File: config.mk
export PLATFORM = sky130hd
export DESIGN_NAME = nkht_queue
export DESIGN_NICKNAME = d
export VERILOG_FILES = /design/src/hdl/nkht_pkg.sv /design/src/hdl/nkht_queue.sv
export SDC_FILE = /design/constraint.sdc
export NUM_CORES = 1
export LEC_CHECK = 0
export ABC_AREA = 0
export BUFFER_PORTS_ARGS = -buffer_cell sky130_fd_sc_hd__buf_2
export CAP_MARGIN = 20
export CORE_MARGIN = 4
export CORE_UTILIZATION = 52
export CTS_CLUSTER_SIZE = 30
export DETAILED_ROUTE_END_ITERATION = 7
export PLACE_DENSITY = 0.81
export SLEW_MARGIN = 20
export SYNTH_ARGS = -nofsm -noshare
export SYNTH_HDL_FRONTEND = slang
export SYNTH_SLANG_ARGS = --single-unit
export TNS_END_PERCENT = 30
File: constraint.sdc
create_clock -name clock -period 7.2 [get_ports clock]
set_input_delay 1.8 -clock clock [delete_from_list [all_inputs] [get_ports clock]]
set_output_delay 1.8 -clock clock [all_outputs]
set_load 0.01 [all_outputs]
File: src/hdl/nkht_pkg.sv
// types and constants shared by the name-keyed hash table
package nkht_pkg;

   localparam logic [31:0] FNV_BASIS = 32'h811c9dc5;
   localparam logic [31:0] FNV_PRIME = 32'h01000193;

   localparam logic [1:0] KIND_REGISTER   = 2'd0;
   localparam logic [1:0] KIND_LOOKUP     = 2'd1;
   localparam logic [1:0] KIND_UNREGISTER = 2'd2;

   localparam logic [1:0] STATUS_OK        = 2'd0;
   localparam logic [1:0] STATUS_NOT_FOUND = 2'd1;
   localparam logic [1:0] STATUS_DUPLICATE = 2'd2;
   localparam logic [1:0] STATUS_FULL      = 2'd3;

   typedef struct packed {
      logic [1:0]  kind;
      logic [63:0] key_name;
   } req_type;

   typedef struct packed {
      logic [1:0] status;
      logic [7:0] cell_index;
      logic [8:0] live_count;
   } rsp_type;

   // front to back: normalized name with its full 32-bit hash
   typedef struct packed {
      logic [1:0]  kind;
      logic [63:0] name;
      logic [31:0] hash;
   } job_type;

   typedef enum logic [1:0] {
      HS_IDLE,
      HS_STEP,
      HS_DONE
   } hash_state_type;

   typedef enum logic [3:0] {
      BK_CLEAR,
      BK_IDLE,
      BK_FIND_RD,
      BK_FIND_WAIT,
      BK_FIND_CMP,
      BK_DECIDE,
      BK_INS_RD,
      BK_INS_CHK,
      BK_DEL_RD,
      BK_DEL_NAME,
      BK_DEL_HASH,
      BK_DEL_WAIT,
      BK_DEL_CHK,
      BK_REPLY
   } back_state_type;

   // one FNV-1a byte step
   function automatic logic [31:0] fnv_step(input logic [31:0] h, input logic [7:0] b);
      logic [31:0] x;
      x = h ^ {24'd0, b};
      return x * FNV_PRIME;
   endfunction

endpackage

File: src/hdl/nkht_queue.sv
// two-entry job queue between front and back
module nkht_queue (
   input  logic              clock,
   input  logic              reset,
   input  logic              in_valid,
   output logic              in_ready,
   input  nkht_pkg::job_type in_data,
   output logic              out_valid,
   input  logic              out_ready,
   output nkht_pkg::job_type out_data
);
   nkht_pkg::job_type mem_ff [2];
   logic       wp_ff, rp_ff;
   logic [1:0] cnt_ff;
   logic       push, pop;

   assign in_ready  = (cnt_ff != 2'd2);
   assign out_valid = (cnt_ff != 2'd0);
   assign out_data  = mem_ff[rp_ff];
   assign push = in_valid && in_ready;
   assign pop  = out_valid && out_ready;

   always_ff @(posedge clock) begin
      if (reset) begin
         wp_ff  <= 1'b0;
         rp_ff  <= 1'b0;
         cnt_ff <= 2'd0;
      end else begin
         if (push) wp_ff <= ~wp_ff;
         if (pop)  rp_ff <= ~rp_ff;
         cnt_ff <= cnt_ff + {1'b0, push} - {1'b0, pop};
      end
      if (push) mem_ff[wp_ff] <= in_data;
   end
endmodule

==> results_dict.tcl <==
set metrics [dict create \
    synth_compound_area_share_pct 0.102 \
    synth-adder-area-share_pct 0.339 \
    die_area_um2 16100 \
    critPathLaunchType "flop" \
    min_path_type "reg -> reg" \
    arrival_ns 2.54 \
    finalHoldViolCount 0 \
    drive_gt1_share_pct 59.9 \
    cts_tree "done" \
    synth-xor-area-share_pct 0.356 \
    grt_first_pass_wirelength_um 20600 \
    synth_top_family_by_area "multiplexers" \
    finalSetupViolations 0 \
    port_buffers 201 \
    required_ns 5.40 \
    internal-power_uw 2460 \
    nFillCells 937 \
    die_x_um 127 \
    clk_latency_ns 0.47 \
    leakage_uw 0.00350 \
    final_antenna_net_count 0 \
    cp.buffers_inverters 2 \
    switching_power_uw 824 \
    synth_mux_area_share_pct 16.1 \
    cts_root_buffer "clkbuf_16" \
    final.setup_skew_ns 0.0108 \
    placed_area_um2 8560 \
    yosysUniqueCellTypes 17 \
    dr.pass1.iters 4 \
    vias 3730 \
    ys_ff_latch 201 \
    yosysSeqAreaShare_pct 81.2 \
    clk_pin_slew_worst_paths_ns 0.05 \
    post-route-min-period_ns 4.34 \
    drv_slew 0 \
    synthSimpleGateAreaFrac_pct 0.730 \
    gp_congestion 0.738 \
    avgSynthCellArea_um2 22.4 \
    setup.worst_path.class "reg -> out" \
    synth_area_leaders "edfxtp_1 (80%), mux2_2 (12%), mux2_4 (4.1%)" \
    slowest_delay_ns 0.74 \
    post_cts.repair.setup_buffers 0 \
    path_delay_family "buffers and inverters" \
    cts_made_buffers 21 \
    p_seq_share_pct 46.8 \
    routedWlPerCell_um 17.8 \
    pwr-share-comb_pct 21.6 \
    track_usage_pct 16.0 \
    crit_chain "buf_4 -> mux2_2 -> buf_2" \
    yosysTopAreaCellShare_pct 79.8 \
    die_h_um 127 \
    core_area_um2 13900 \
    slew_headroom_pct 38.3 \
    hold_buffers 0 \
    htree_levels 1 \
    status "finished clean" \
    post_cts_resize_count 0 \
    ios 202 \
    syn-cell-area_um2 7370 \
    synth_area_leader_cell "edfxtp_1" \
    num_rows 43 \
    grt-ovfl-total 0 \
    yosys-top-cells-count "edfxtp_1 (196), mux2_2 (79), mux2_4 (20)" \
    crit_path_end_kind "output pin" \
    irDropWorstVdd_mv 0.277 \
    rsz0062_at_grt "no" \
    clkPwrFrac_pct 31.5 \
    async_reset_ff_share_pct 0 \
    synthCells 329 \
    wl_um 13100 \
    swShare_pct 25.1 \
    worst_pin_slew_ns 0.923 \
    n_antenna_cell 0 \
    power_per_cell_area_nw_per_um2 356 \
    grt_max_degree 67 \
    yosysMostFrequentCell "edfxtp_1" \
    synth_edf_count 196 \
    drc 0 \
    cts_max_path_buffers 3 \
    fin_nets 649 \
    clock.fmax_mhz 230 \
    synthFlopType "edfxtp_1" \
    antenna_found_initial 2 \
    via_per_inst 5.05 \
    critPathMaxFanout 54 \
    drtIter0Drc 209 \
    finalCritPeriodShare_pct 60.3 \
    tns_ns 0 \
    synth_warnings 0 \
    crit_slowest_cell "buf_4" \
    clkSinkCount 201 \
    final_cell_area_um2 9230 \
    syn_nets 433 \
    synthToLayoutAreaGrowth_pct 25.2 \
    dp_hpwl_um 8650 \
    maxCapViolCount 0 \
    grt_pass1_vias 4003 \
    initial_core_util_pct 53.1 \
]
==> path summary, 6_finish.rpt <==
kind / to / cells past startpoint / startpoint / slack (ns)
max: out_data[23] / 3 / flop / 2.86
min: rp_ff$_SDFFE_PP0P_ / 2 / rp_ff$_SDFFE_PP0P_ / 0.52
max reg2reg: mem_ff[0][19]$_DFFE_PP_ / 4 / cnt_ff[0]$_SDFF_PP0_ / 4.52
min reg2reg: rp_ff$_SDFFE_PP0P_ / 2 / rp_ff$_SDFFE_PP0P_ / 0.52
==> flip-flops by register name (all words and copies together) (netlist names), named ones only <==
register,count
rp_ff,1
mem_ff,196
cnt_ff,2
wp_ff,1
==> cell families (layout without fill, tap and decap cells) <==
| group | Yosys count | in the layout |
|---|---|---|
| compound gates | 1 | 1 |
| xor+xnor | 3 | 3 |
| fa+ha+maj | 2 | 2 |
| buf+inv | 12 | 241 |
| flops | 201 | 201 |
| mux | 99 | 99 |
| simple gates | 11 | 11 |
==> cell usage in the layout, fill, tap and decap left out <==
master,netlist,layout
buf_2,7,201
edfxtp_1,196,196
mux2_2,79,79
clkbuf_16,0,21
mux2_4,20,20
clkbuf_1,0,6
nor2_1,5,4
dfxtp_1,5,4
bufinv_16,0,3
clkinv_2,0,3
clkinv_1,0,3
buf_4,0,3
nor2b_1,2,2
xnor2_1,2,2
ha_1,2,2
o21a_1,1,1
nand2b_1,1,1
nand2_1,1,1
or2_2,1,1
inv_1,1,1
and3_4,0,1
nor2_4,0,1
xor2_1,1,1
dfxtp_4,0,1
==> layer usage <==
| layer | wire length, µm | GRT usage, % | vias to the layer above |
|---|---|---|---|
| li1 | - | - | 1734 |
| met1 | 5050 | 19.8 | 1806 |
| met2 | 6460 | 27.2 | 163 |
| met3 | 1410 | 5.89 | 23 |
| met4 | 214 | 3.79 | 4 |
| met5 | 20 | 0 | - |
==> layout make-up <==
type	count	area (µm²)	area share, %
clock buffers	27	548	5.94
clock inverters	9	116	1.26
inverters	1	3.75	0.0407
multi-input cells	116	1320	14.3
flip-flops and latches	201	5990	64.9
well taps	180	225	2.44
repair buffers	204	1030	11.1
==> per-stage QoR <==
step                      worst slack [ns]  hold WS, ns  util, %  total power, µW  std cells
after floorplan                      0.679        0.481        -             2040        329
after global placement                3.20        0.496     61.7             2260        702
after detailed placement              3.11        0.509     61.7             2290        702
after CTS                             2.79        0.524     66.5             3330        738
after global routing                  2.69        0.557     66.5             3450        738
final                                 2.86        0.519     66.5             3290        738
==> worst min-delay path: stages, from the launching register on <==
cell and delay, ns:
dfxtp_1 0.32, xnor2_1 0.09, nor2_1 0.07
==> power groups by stage <==
stage / combinational [µW] / sequential, µW / clock [µW]
global route: 772 / 1560 / 1120
detailed placement: 722 / 1570 / 0
CTS: 727 / 1540 / 1060
finish: 710 / 1540 / 1040
global placement: 708 / 1560 / 0
floorplan: 496 / 1540 / 0
(Power assumes the default switching activity.)
