### src/hdl/nkht_pkg.sv
// types and constants shared by the name-keyed hash table
package nkht_pkg;

   localparam logic [31:0] FNV_BASIS = 32'h811c9dc5;
   localparam logic [31:0] FNV_PRIME = 32'h01000193;

   localparam logic [1:0] KIND_REGISTER   = 2'd0;
   localparam logic [1:0] KIND_LOOKUP     = 2'd1;
   localparam logic [1:0] KIND_UNREGISTER = 2'd2;

   localparam logic [1:0] STATUS_OK        = 2'd0;
   localparam logic [1:0] STATUS_NOT_FOUND = 2'd1;
   localparam logic [1:0] STATUS_DUPLICATE = 2'd2;
   localparam logic [1:0] STATUS_FULL      = 2'd3;

   typedef struct packed {
      logic [1:0]  kind;
      logic [63:0] key_name;
   } req_type;

   typedef struct packed {
      logic [1:0] status;
      logic [7:0] cell_index;
      logic [8:0] live_count;
   } rsp_type;

   // front to back: normalized name with its full 32-bit hash
   typedef struct packed {
      logic [1:0]  kind;
      logic [63:0] name;
      logic [31:0] hash;
   } job_type;

   typedef enum logic [1:0] {
      HS_IDLE,
      HS_STEP,
      HS_DONE
   } hash_state_type;

   typedef enum logic [3:0] {
      BK_CLEAR,
      BK_IDLE,
      BK_FIND_RD,
      BK_FIND_WAIT,
      BK_FIND_CMP,
      BK_DECIDE,
      BK_INS_RD,
      BK_INS_CHK,
      BK_DEL_RD,
      BK_DEL_NAME,
      BK_DEL_HASH,
      BK_DEL_WAIT,
      BK_DEL_CHK,
      BK_REPLY
   } back_state_type;

   // one FNV-1a byte step
   function automatic logic [31:0] fnv_step(input logic [31:0] h, input logic [7:0] b);
      logic [31:0] x;
      x = h ^ {24'd0, b};
      return x * FNV_PRIME;
   endfunction

endpackage

### src/hdl/nkht_hash.sv
// front end: name normalization and serial fnv-1a hash, one byte per cycle
module nkht_hash #(
   parameter int NAME_BYTES = 8
) (
   input  logic              clock,
   input  logic              reset,
   input  logic              in_valid,
   output logic              in_ready,
   input  nkht_pkg::req_type in_data,
   output logic              out_valid,
   input  logic              out_ready,
   output nkht_pkg::job_type out_data
);
   nkht_pkg::hash_state_type state_ff, state_in;
   logic [1:0]  kind_ff, kind_in;
   logic [63:0] name_ff, name_in;
   logic [31:0] hash_ff, hash_in;
   logic [2:0]  pos_ff, pos_in;
   logic [7:0]  cur_byte;

   // keep bytes before the first zero byte, below NAME_BYTES
   function automatic logic [63:0] norm_name(input logic [63:0] k);
      logic [63:0] r;
      logic        stop;
      r = '0;
      stop = 1'b0;
      for (int i = 0; i < 8; i++) begin
         if (i >= NAME_BYTES || k[8*i +: 8] == 8'd0) stop = 1'b1;
         if (!stop) r[8*i +: 8] = k[8*i +: 8];
      end
      return r;
   endfunction

   assign cur_byte  = name_ff[{pos_ff, 3'b000} +: 8];
   assign in_ready  = (state_ff == nkht_pkg::HS_IDLE);
   assign out_valid = (state_ff == nkht_pkg::HS_DONE);
   assign out_data  = '{kind: kind_ff, name: name_ff, hash: hash_ff};

   always_comb begin
      state_in = state_ff;
      case (state_ff)
         nkht_pkg::HS_IDLE: if (in_valid) state_in = nkht_pkg::HS_STEP;
         nkht_pkg::HS_STEP: if (cur_byte == 8'd0 || pos_ff == 3'd7) state_in = nkht_pkg::HS_DONE;
         nkht_pkg::HS_DONE: if (out_ready) state_in = nkht_pkg::HS_IDLE;
         default: state_in = nkht_pkg::HS_IDLE;
      endcase
   end

   always_comb begin
      kind_in = kind_ff;
      name_in = name_ff;
      hash_in = hash_ff;
      pos_in  = pos_ff;
      case (state_ff)
         nkht_pkg::HS_IDLE: begin
            kind_in = in_data.kind;
            name_in = norm_name(in_data.key_name);
            hash_in = nkht_pkg::FNV_BASIS;
            pos_in  = 3'd0;
         end
         nkht_pkg::HS_STEP: begin
            if (cur_byte != 8'd0) hash_in = nkht_pkg::fnv_step(hash_ff, cur_byte);
            pos_in = pos_ff + 3'd1;
         end
         default: ;
      endcase
   end

   always_ff @(posedge clock) begin
      if (reset) state_ff <= nkht_pkg::HS_IDLE;
      else       state_ff <= state_in;
      kind_ff <= kind_in;
      name_ff <= name_in;
      hash_ff <= hash_in;
      pos_ff  <= pos_in;
   end
endmodule

### config.mk
export PLATFORM = sky130hd
export DESIGN_NAME = nkht_hash
export DESIGN_NICKNAME = d
export VERILOG_FILES = /design/src/hdl/nkht_pkg.sv /design/src/hdl/nkht_hash.sv
export SDC_FILE = /design/constraint.sdc
export NUM_CORES = 1
export LEC_CHECK = 0
export ABC_AREA = 1
export ABC_CLOCK_PERIOD_IN_PS = 9870
export BUFFER_PORTS_ARGS = -buffer_cell sky130_fd_sc_hd__buf_4
export CORE_MARGIN = 2
export CORE_UTILIZATION = 45
export DETAILED_ROUTE_END_ITERATION = 7
export GPL_TIMING_DRIVEN = 1
export PLACE_DENSITY = 0.66
export SLEW_MARGIN = 20
export SYNTH_ARGS = -nofsm -noshare
export SYNTH_HDL_FRONTEND = slang
export SYNTH_SLANG_ARGS = --single-unit
### constraint.sdc
create_clock -name clock -period 9.87 [get_ports clock]
set_input_delay 1.974 -clock clock [delete_from_list [all_inputs] [get_ports clock]]
set_output_delay 1.974 -clock clock [all_outputs]
set_load 0.05 [all_outputs]
==> results of run 1 <==
==> layer usage <==
| layer | share of wire [%] | vias to the layer above |
|---|---|---|
| met5 | 0 | - |
| met4 | 1.8 | 0 |
| met3 | 5.2 | 33 |
| met2 | 49 | 254 |
| met1 | 44 | 4116 |
| li1 | - | 4299 |
==> cell usage after synthesis, drive strengths merged, types with 2 or more instances <==
cell type	instances	share of area, %
a31oi	3	0.17
nor2	157	5.5
dfxtp	2	0.37
o21bai	5	0.35
o211ai	9	0.67
or2	4	0.23
nand4	10	0.58
ha	187	22
inv	319	11
a21oi	41	2.0
fa	74	14
nand3	40	1.9
o21ai	74	3.8
clkbuf	13	0.48
edfxtp	101	28
nor4	11	0.63
a31o	2	0.16
nand3b	3	0.21
a21o	10	0.69
nand2	132	4.6
xnor2	14	1.1
nor3	9	0.42
a221oi	2	0.16
buf	9	0.85
xor2	3	0.24
==> final timing paths <==
path / slack [ns] / endpoint / cells past startpoint
setup / recovery: 2.89 / hash_ff[26] / 22
hold / removal: 0.73 / hash_ff[29] / 1
setup reg to reg: 2.89 / hash_ff[26] / 22
hold reg to reg: 0.73 / hash_ff[29] / 1
==> cell families after synthesis <==
logic type / synth area share (%)
AND/OR/NAND/NOR: 14.2
XOR/XNOR: 1.37
AO/OA/AOI/OAI: 8.41
buffers and inverters: 12.4
adder cells (fa/ha/maj): 35.2
flip-flops: 28.3
==> final cells by class <==
class                   count  area, µm²  area share (%)
multi-input cells         797       6440            50.8
clock buffers               9        225            1.77
well taps                 319        399            3.14
flip-flops and latches    103       3070            24.2
clock inverters             7       61.3           0.483
repair buffers            172       1290            10.2
inverters                 320       1200            9.48
==> through the flow <==
stage | std cells | hold slack [ns] | setup WS (ns) | cell area [µm²] | util, %
6_report | 1727 | 0.728 | 2.89 | 12700 | 53.9
5_1_grt | 1727 | 0.755 | 2.46 | 12700 | 53.9
4_1_cts | 1727 | 0.729 | 2.91 | 12700 | 53.9
3_5_place_dp | 1711 | 0.709 | 2.93 | 12400 | 52.7
3_3_place_gp | 1711 | 0.706 | 3.08 | 12400 | 52.7
2_1_floorplan | 1242 | 0.560 | 4.17 | 10800 | -
==> flip-flops by register name, summed over array words and instances (netlist names) <==
register  cells
name_ff      64
state_ff      2
pos_ff        3
kind_ff       2
hash_ff      32
==> worst register-to-register path: cells and delay by family (launching register included) <==
family                     cells  cell delay (ns)
DFF                            1             0.83
and+or+nand+nor                4             0.42
adders and majority gates      8             2.89
xor gates and xnor gates       1             0.75
AOI/OAI and AO/OA              6             1.28
buffers and inverters          3             0.56
==> metrics.txt, run 1 <==
gr usage total 23.5%; status finished, final reports clean; CTS Sinks 103; Yosys cell types 45; most common cell after layout, fill and taps aside inv_1; initial core utilization 46.1%; most frequent cells in the layout inv_1, ha_1, buf_4; number of diodes 0; initial antenna violation count 0; max-cap violations 0; row count 56; Hold Vio Cnt, Final 0; Vias/cell 5.04; Min-Delay Path Class reg2reg; Mapped Area 10800 µm²; hold path start state_ff[1]; met1 GRT Util 31.3%; H-tree depth 3; grt met2 use 40.8%; Vias 8702; CP max FO 35; busiest metal layer after global routing met2; worst clock skew 0.0140 ns; Clock Tree Buf Depth 2; worst setup path class reg2reg; chip height 159 µm; Root Buffer Master clkbuf_16; Setup crit end kind flip-flop; vias in the first global route 8929; RR Startpoint pos_ff[0]; DRT Wirelength 28.9 mm; Async SR Flop Fraction 0%; Data arrival, critical path 7.09 ns; Final period util 70.7%; CP max-delay cell edfxtp_1; post-route ant nets 0; worst path required time 9.99 ns; worst skew pair latency 0.36 ns; CP most frequent cell ha_1; nets@finish 1734; share of cells above drive strength 1 15.4%; fill count 2238; M3 GR Usage 2.60%; PortBufs 169; total setup buffers inserted after CTS 0; CP top delay family adder cells; Final Max Slew Viols 0; slowest cell delay on critical path 0.83 ns; HPWL after detailed placement 24.4 mm; grt total ovfl 0; die area 25400 µm²; Post-CTS Hold Buffers 0; Worst-Margin Slew 1.11 ns; GPL Wtd Cong 0.907; largest net degree at the start of global routing 69; worst path bufs/invs 3; Core Box Area 23500 µm²; Slew headroom 26.0%; post-CTS sizing 0; Top Ports 170; Post-synth EDFFs 101; CTS tree done; CTS Buf Count 9; Mapped Nets 1573; crit-path cells inv_4 > nor2_1 > o211ai_1 > o21ai_1 > xnor2_1 > ha_1 > ha_1 > fa_1 > ha_1 > fa_1 > ha_1 > inv_1 > fa_1 > inv_1 > ha_1 > a21oi_1 > o21ai_0 > a21oi_1 > nand3_1 > a21o_1 > nor2_1 > nor2_1; count of yosys warnings during synthesis 0; predominant post-synthesis flop cell edfxtp_1; drt initial violations 511; DRC 0; sequential area share after synthesis 28.3%; die width 159 µm; critical path startpoint pos_ff[0]; fmax 143 MHz; CP Launch Type flip-flop; min Tclk post-route 6.98 ns; setup violators final 0; Seq cells post-synth 103; Synth Instances 1242; Worst-path clk slew 0.08 ns; Initial DRT Pass Iterations 5; global-route wire length before repair 47.1 mm; area grow syn2layout 17.1%; DR WL/cell 16.7 µm; Setup TNS 0 ns; average size of a mapped cell 8.73 µm²; RSZ-0062 raised after global routing no
Power of run 1 is not shown: default switching activity piles up to over one toggle a cycle in this logic, so the estimate is an artifact.
==> run 2, diff against run 1 <==
--- a/config.mk
+++ b/config.mk
@@ -5,14 +5,14 @@
 export SDC_FILE = /design/constraint.sdc
 export NUM_CORES = 1
 export LEC_CHECK = 0
-export ABC_AREA = 1
-export ABC_CLOCK_PERIOD_IN_PS = 9870
+export ABC_AREA = 0
+export ABC_CLOCK_PERIOD_IN_PS = 6040
 export BUFFER_PORTS_ARGS = -buffer_cell sky130_fd_sc_hd__buf_4
 export CORE_MARGIN = 2
 export CORE_UTILIZATION = 45
 export DETAILED_ROUTE_END_ITERATION = 7
 export GPL_TIMING_DRIVEN = 1
-export PLACE_DENSITY = 0.66
+export PLACE_DENSITY = 0.69
 export SLEW_MARGIN = 20
 export SYNTH_ARGS = -nofsm -noshare
 export SYNTH_HDL_FRONTEND = slang
==> constraint.sdc (replaced) <==
create_clock -name clock -period 6.04 [get_ports clock]
set_input_delay 1.208 -clock clock [delete_from_list [all_inputs] [get_ports clock]]
set_output_delay 1.208 -clock clock [all_outputs]
set_load 0.05 [all_outputs]
==> run 2 against run 1 <==
  * The flow now finishes with violations (negative setup slack)
  * Final area increased by 1.7%
  * Register-to-register slack worse by 3.0 ns
  * Clock skew fell by 0.0043 ns
  * Worst setup slack got worse by 3.0 ns
  * Utilization increased by 4.9 points
  * Die area decreased by 6.6%
  * Critical path depth is the same
  * Wire length shrank 12%
  * Critical path type unchanged
==> metrics.txt, run 2 <==
count of yosys warnings during synthesis 0 (unchanged); CTS tree done (unchanged); grt total ovfl 0 (unchanged); Post-synth EDFFs 101 (unchanged); die width 154 µm (was 159 µm); top flop regs name_ff: 64 flops, hash_ff: 32 flops, pos_ff: 3 flops (unchanged); predominant post-synthesis flop cell edfxtp_1 (unchanged); gr usage total 22.3% (was 23.5%); post-synth top area share 30.0% (was 28.0%); CP max FO 8 (was 35); Hold Vio Cnt, Final 0 (unchanged); Mapped Area 10100 µm² (was 10800 µm²); setup violators final 2 (was 0); Async SR Flop Fraction 0% (unchanged); Root Buffer Master clkbuf_16 (unchanged); most common cell after layout, fill and taps aside buf_4 (was inv_1); Setup crit end kind flip-flop (unchanged); die area 23700 µm² (was 25400 µm²); Worst-Margin Slew 0.837 ns (was 1.11 ns); sequential area share after synthesis 30.4% (was 28.3%); DRC 0 (unchanged); Initial DRT Pass Iterations 4 (was 5); Seq cells post-synth 103 (unchanged); DR WL/cell 18.0 µm (was 16.7 µm); max-cap violations 0 (unchanged); HPWL after detailed placement 20.8 mm (was 24.4 mm); failing checks negative setup slack; worst path required time 6.16 ns (was 9.99 ns); CP max-delay cell mux4_2 (was edfxtp_1); average size of a mapped cell 11.1 µm² (was 8.73 µm²); worst setup path class reg2reg (unchanged); Area contributors post-synth edfxtp_1, ha_1, fa_1, inv_1, and2_1 (was edfxtp_1, ha_1, fa_1, inv_1, nor2_1); GPL Wtd Cong 0.854 (was 0.907); chip height 154 µm (was 159 µm); Post-Place Cells 1380 (was 1711); Final period util 102% (was 70.7%); post-route ant nets 0 (unchanged); cell taking the most area after synthesis edfxtp_1 (unchanged); Mapped Nets 1239 (was 1573); slowest cell delay on critical path 0.54 ns (was 0.83 ns); crit-path cells clkbuf_16 > mux4_2 > mux2i_4 > xnor2_2 > ha_1 > ha_4 > fa_1 > ha_2 > fa_1 > ha_1 > inv_1 > fa_1 > inv_2 > ha_4 > and4_4 > o21ai_2 > a311oi_2 > nor2_2 > o31a_1 > o311ai_2 > xor2_1 > and2_1 (was inv_4 > nor2_1 > o211ai_1 > o21ai_1 > xnor2_1 > ha_1 > ha_1 > fa_1 > ha_1 > fa_1 > ha_1 > inv_1 > fa_1 > inv_1 > ha_1 > a21oi_1 > o21ai_0 > a21oi_1 > nand3_1 > a21o_1 > nor2_1 > nor2_1); vias in the first global route 7873 (was 8929); largest net degree at the start of global routing 67 (was 69); Clock Tree Buf Depth 2 (unchanged); non-filler cells, final 1411 (was 1727); most common cell in the netlist inv_1 (unchanged); area grow syn2layout 27.8% (was 17.1%); number of diodes 0 (unchanged); share of cells above drive strength 1 29.8% (was 15.4%); PortBufs 169 (unchanged); max FFs per register 64 (unchanged); worst skew pair latency 0.36 ns (about the same); CTS Sinks 103 (unchanged); worst setup margin -0.0988 ns (was 2.89 ns); Vias/cell 5.08 (was 5.04); CTS Buf Count 9 (unchanged); Core Box Area 22000 µm² (was 23500 µm²); status finished with violations (was finished, final reports clean); Slew headroom 44.2% (was 26.0%); DRT Wirelength 25.4 mm (was 28.9 mm); RSZ-0062 raised after global routing yes (was no); worst clock skew 0.00967 ns (was 0.0140 ns); nets@finish 1457 (was 1734); Data arrival, critical path 6.26 ns (was 7.09 ns); drt initial violations 296 (was 511); initial antenna violation count 0 (unchanged); most frequent cells in the layout buf_4, inv_1, ha_1 (was inv_1, ha_1, buf_4); Final Max Slew Viols 0 (unchanged); H-tree depth 3 (unchanged); Min-Delay Path Class reg2reg (unchanged); CP Launch Type flip-flop (unchanged); fin util 58.8% (was 53.9%); worst slack, placed -0.180 ns (was 2.93 ns); fmax 163 MHz (was 143 MHz); Synth top cells by count inv_1, ha_1, edfxtp_1 (was inv_1, ha_1, nor2_1); Post-CTS Hold Buffers 0 (unchanged); Worst-path clk slew 0.08 ns (about the same); Synth Instances 908 (was 1242); min Tclk post-route 6.14 ns (was 6.98 ns); Vias 7172 (was 8702); initial core utilization 46.0% (was 46.1%); global-route wire length before repair 40.9 mm (was 47.1 mm); Biggest register name_ff (unchanged); Top Ports 170 (unchanged); Yosys cell types 53 (was 45); row count 54 (was 56); CP most frequent cell fa_1 (was ha_1)
run 2: cell types whose count changed in the layout (fill, tap and decap cells not counted), moves of 19 or more:
cell	previous run	this run
nor2_1	153	25
inv_1	318	196
nand2_1	129	32
and2_1	0	62
buf_4	172	222
o21ai_0	44	6
nand3_1	38	3
a21oi_1	39	19
ha_1	187	168
run 2: cells by family after synthesis:
group / Yosys count / synth area share, %
multiplexers: 25 / 4.46
flip-flops: 103 / 30.4
AND/OR/NAND/NOR: 168 / 8.91
XOR/XNOR: 53 / 4.59
adder cells (fa/ha/maj): 261 / 37.8
buffers and inverters: 222 / 8.37
AO/OA/AOI/OAI: 76 / 5.47
run 2: per-stage QoR:
stage / hold WS (ns) / setup TNS [ns] / instance area (µm²)
2_1_floorplan: 0.466 / 0 / 10200
3_3_place_gp: 0.603 / -0.283 / 12100
3_5_place_dp: 0.629 / -0.892 / 12100
4_1_cts: 0.640 / -0.340 / 12700
5_1_grt: 0.677 / -1.61 / 12900
6_report: 0.640 / -0.103 / 12900
run 2: path summary, 6_finish.rpt:
check | end | start | slack (ns) | depth (start not counted)
worst min-delay path | state_ff[0] | state_ff[1] | 0.64 | 1
worst max-delay path | hash_ff[30] | pos_ff[0] | -0.1 | 22
worst min register to register | state_ff[0] | state_ff[1] | 0.64 | 1
worst max register to register | hash_ff[30] | pos_ff[0] | -0.1 | 22
run 2: timing repair:
item                                    in CTS  in global routing
endpoints found under the setup margin       9                 16
gates resized for setup                     38                 35
pin swaps                                   23                 28
setup buffers                                8                  7
gates cloned                                 1                  0
run 2: final cells by class:
class                   instances  area [µm²]
multi-input cells             583        6640
clock buffers                   9         225
inverters                     200         751
flip-flops and latches        103        3070
well taps                     280         350
fillers                      1783        9040
repair buffers                229        1790
clock inverters                 7        83.8
run 2: worst max-delay path: cells and delay by family (launching register included):
kind	cells	cell delay (ns)
mux	2	0.78
xor+xnor	2	0.23
buf+inv	3	0.32
fa+ha+maj	8	2.70
compound gates	4	0.91
simple gates	3	0.49
flops	1	0.48
run 2: routing by layer:
layer | track usage (%) | vias to the layer above | share of wire [%]
li1 | - | 3477 | -
met1 | 28.1 | 3491 | 42
met2 | 40.1 | 173 | 51
met3 | 3.41 | 31 | 4.6
met4 | 5.74 | 0 | 1.5
met5 | 0 | - | 0
Power of run 2 is left out for the same reason.
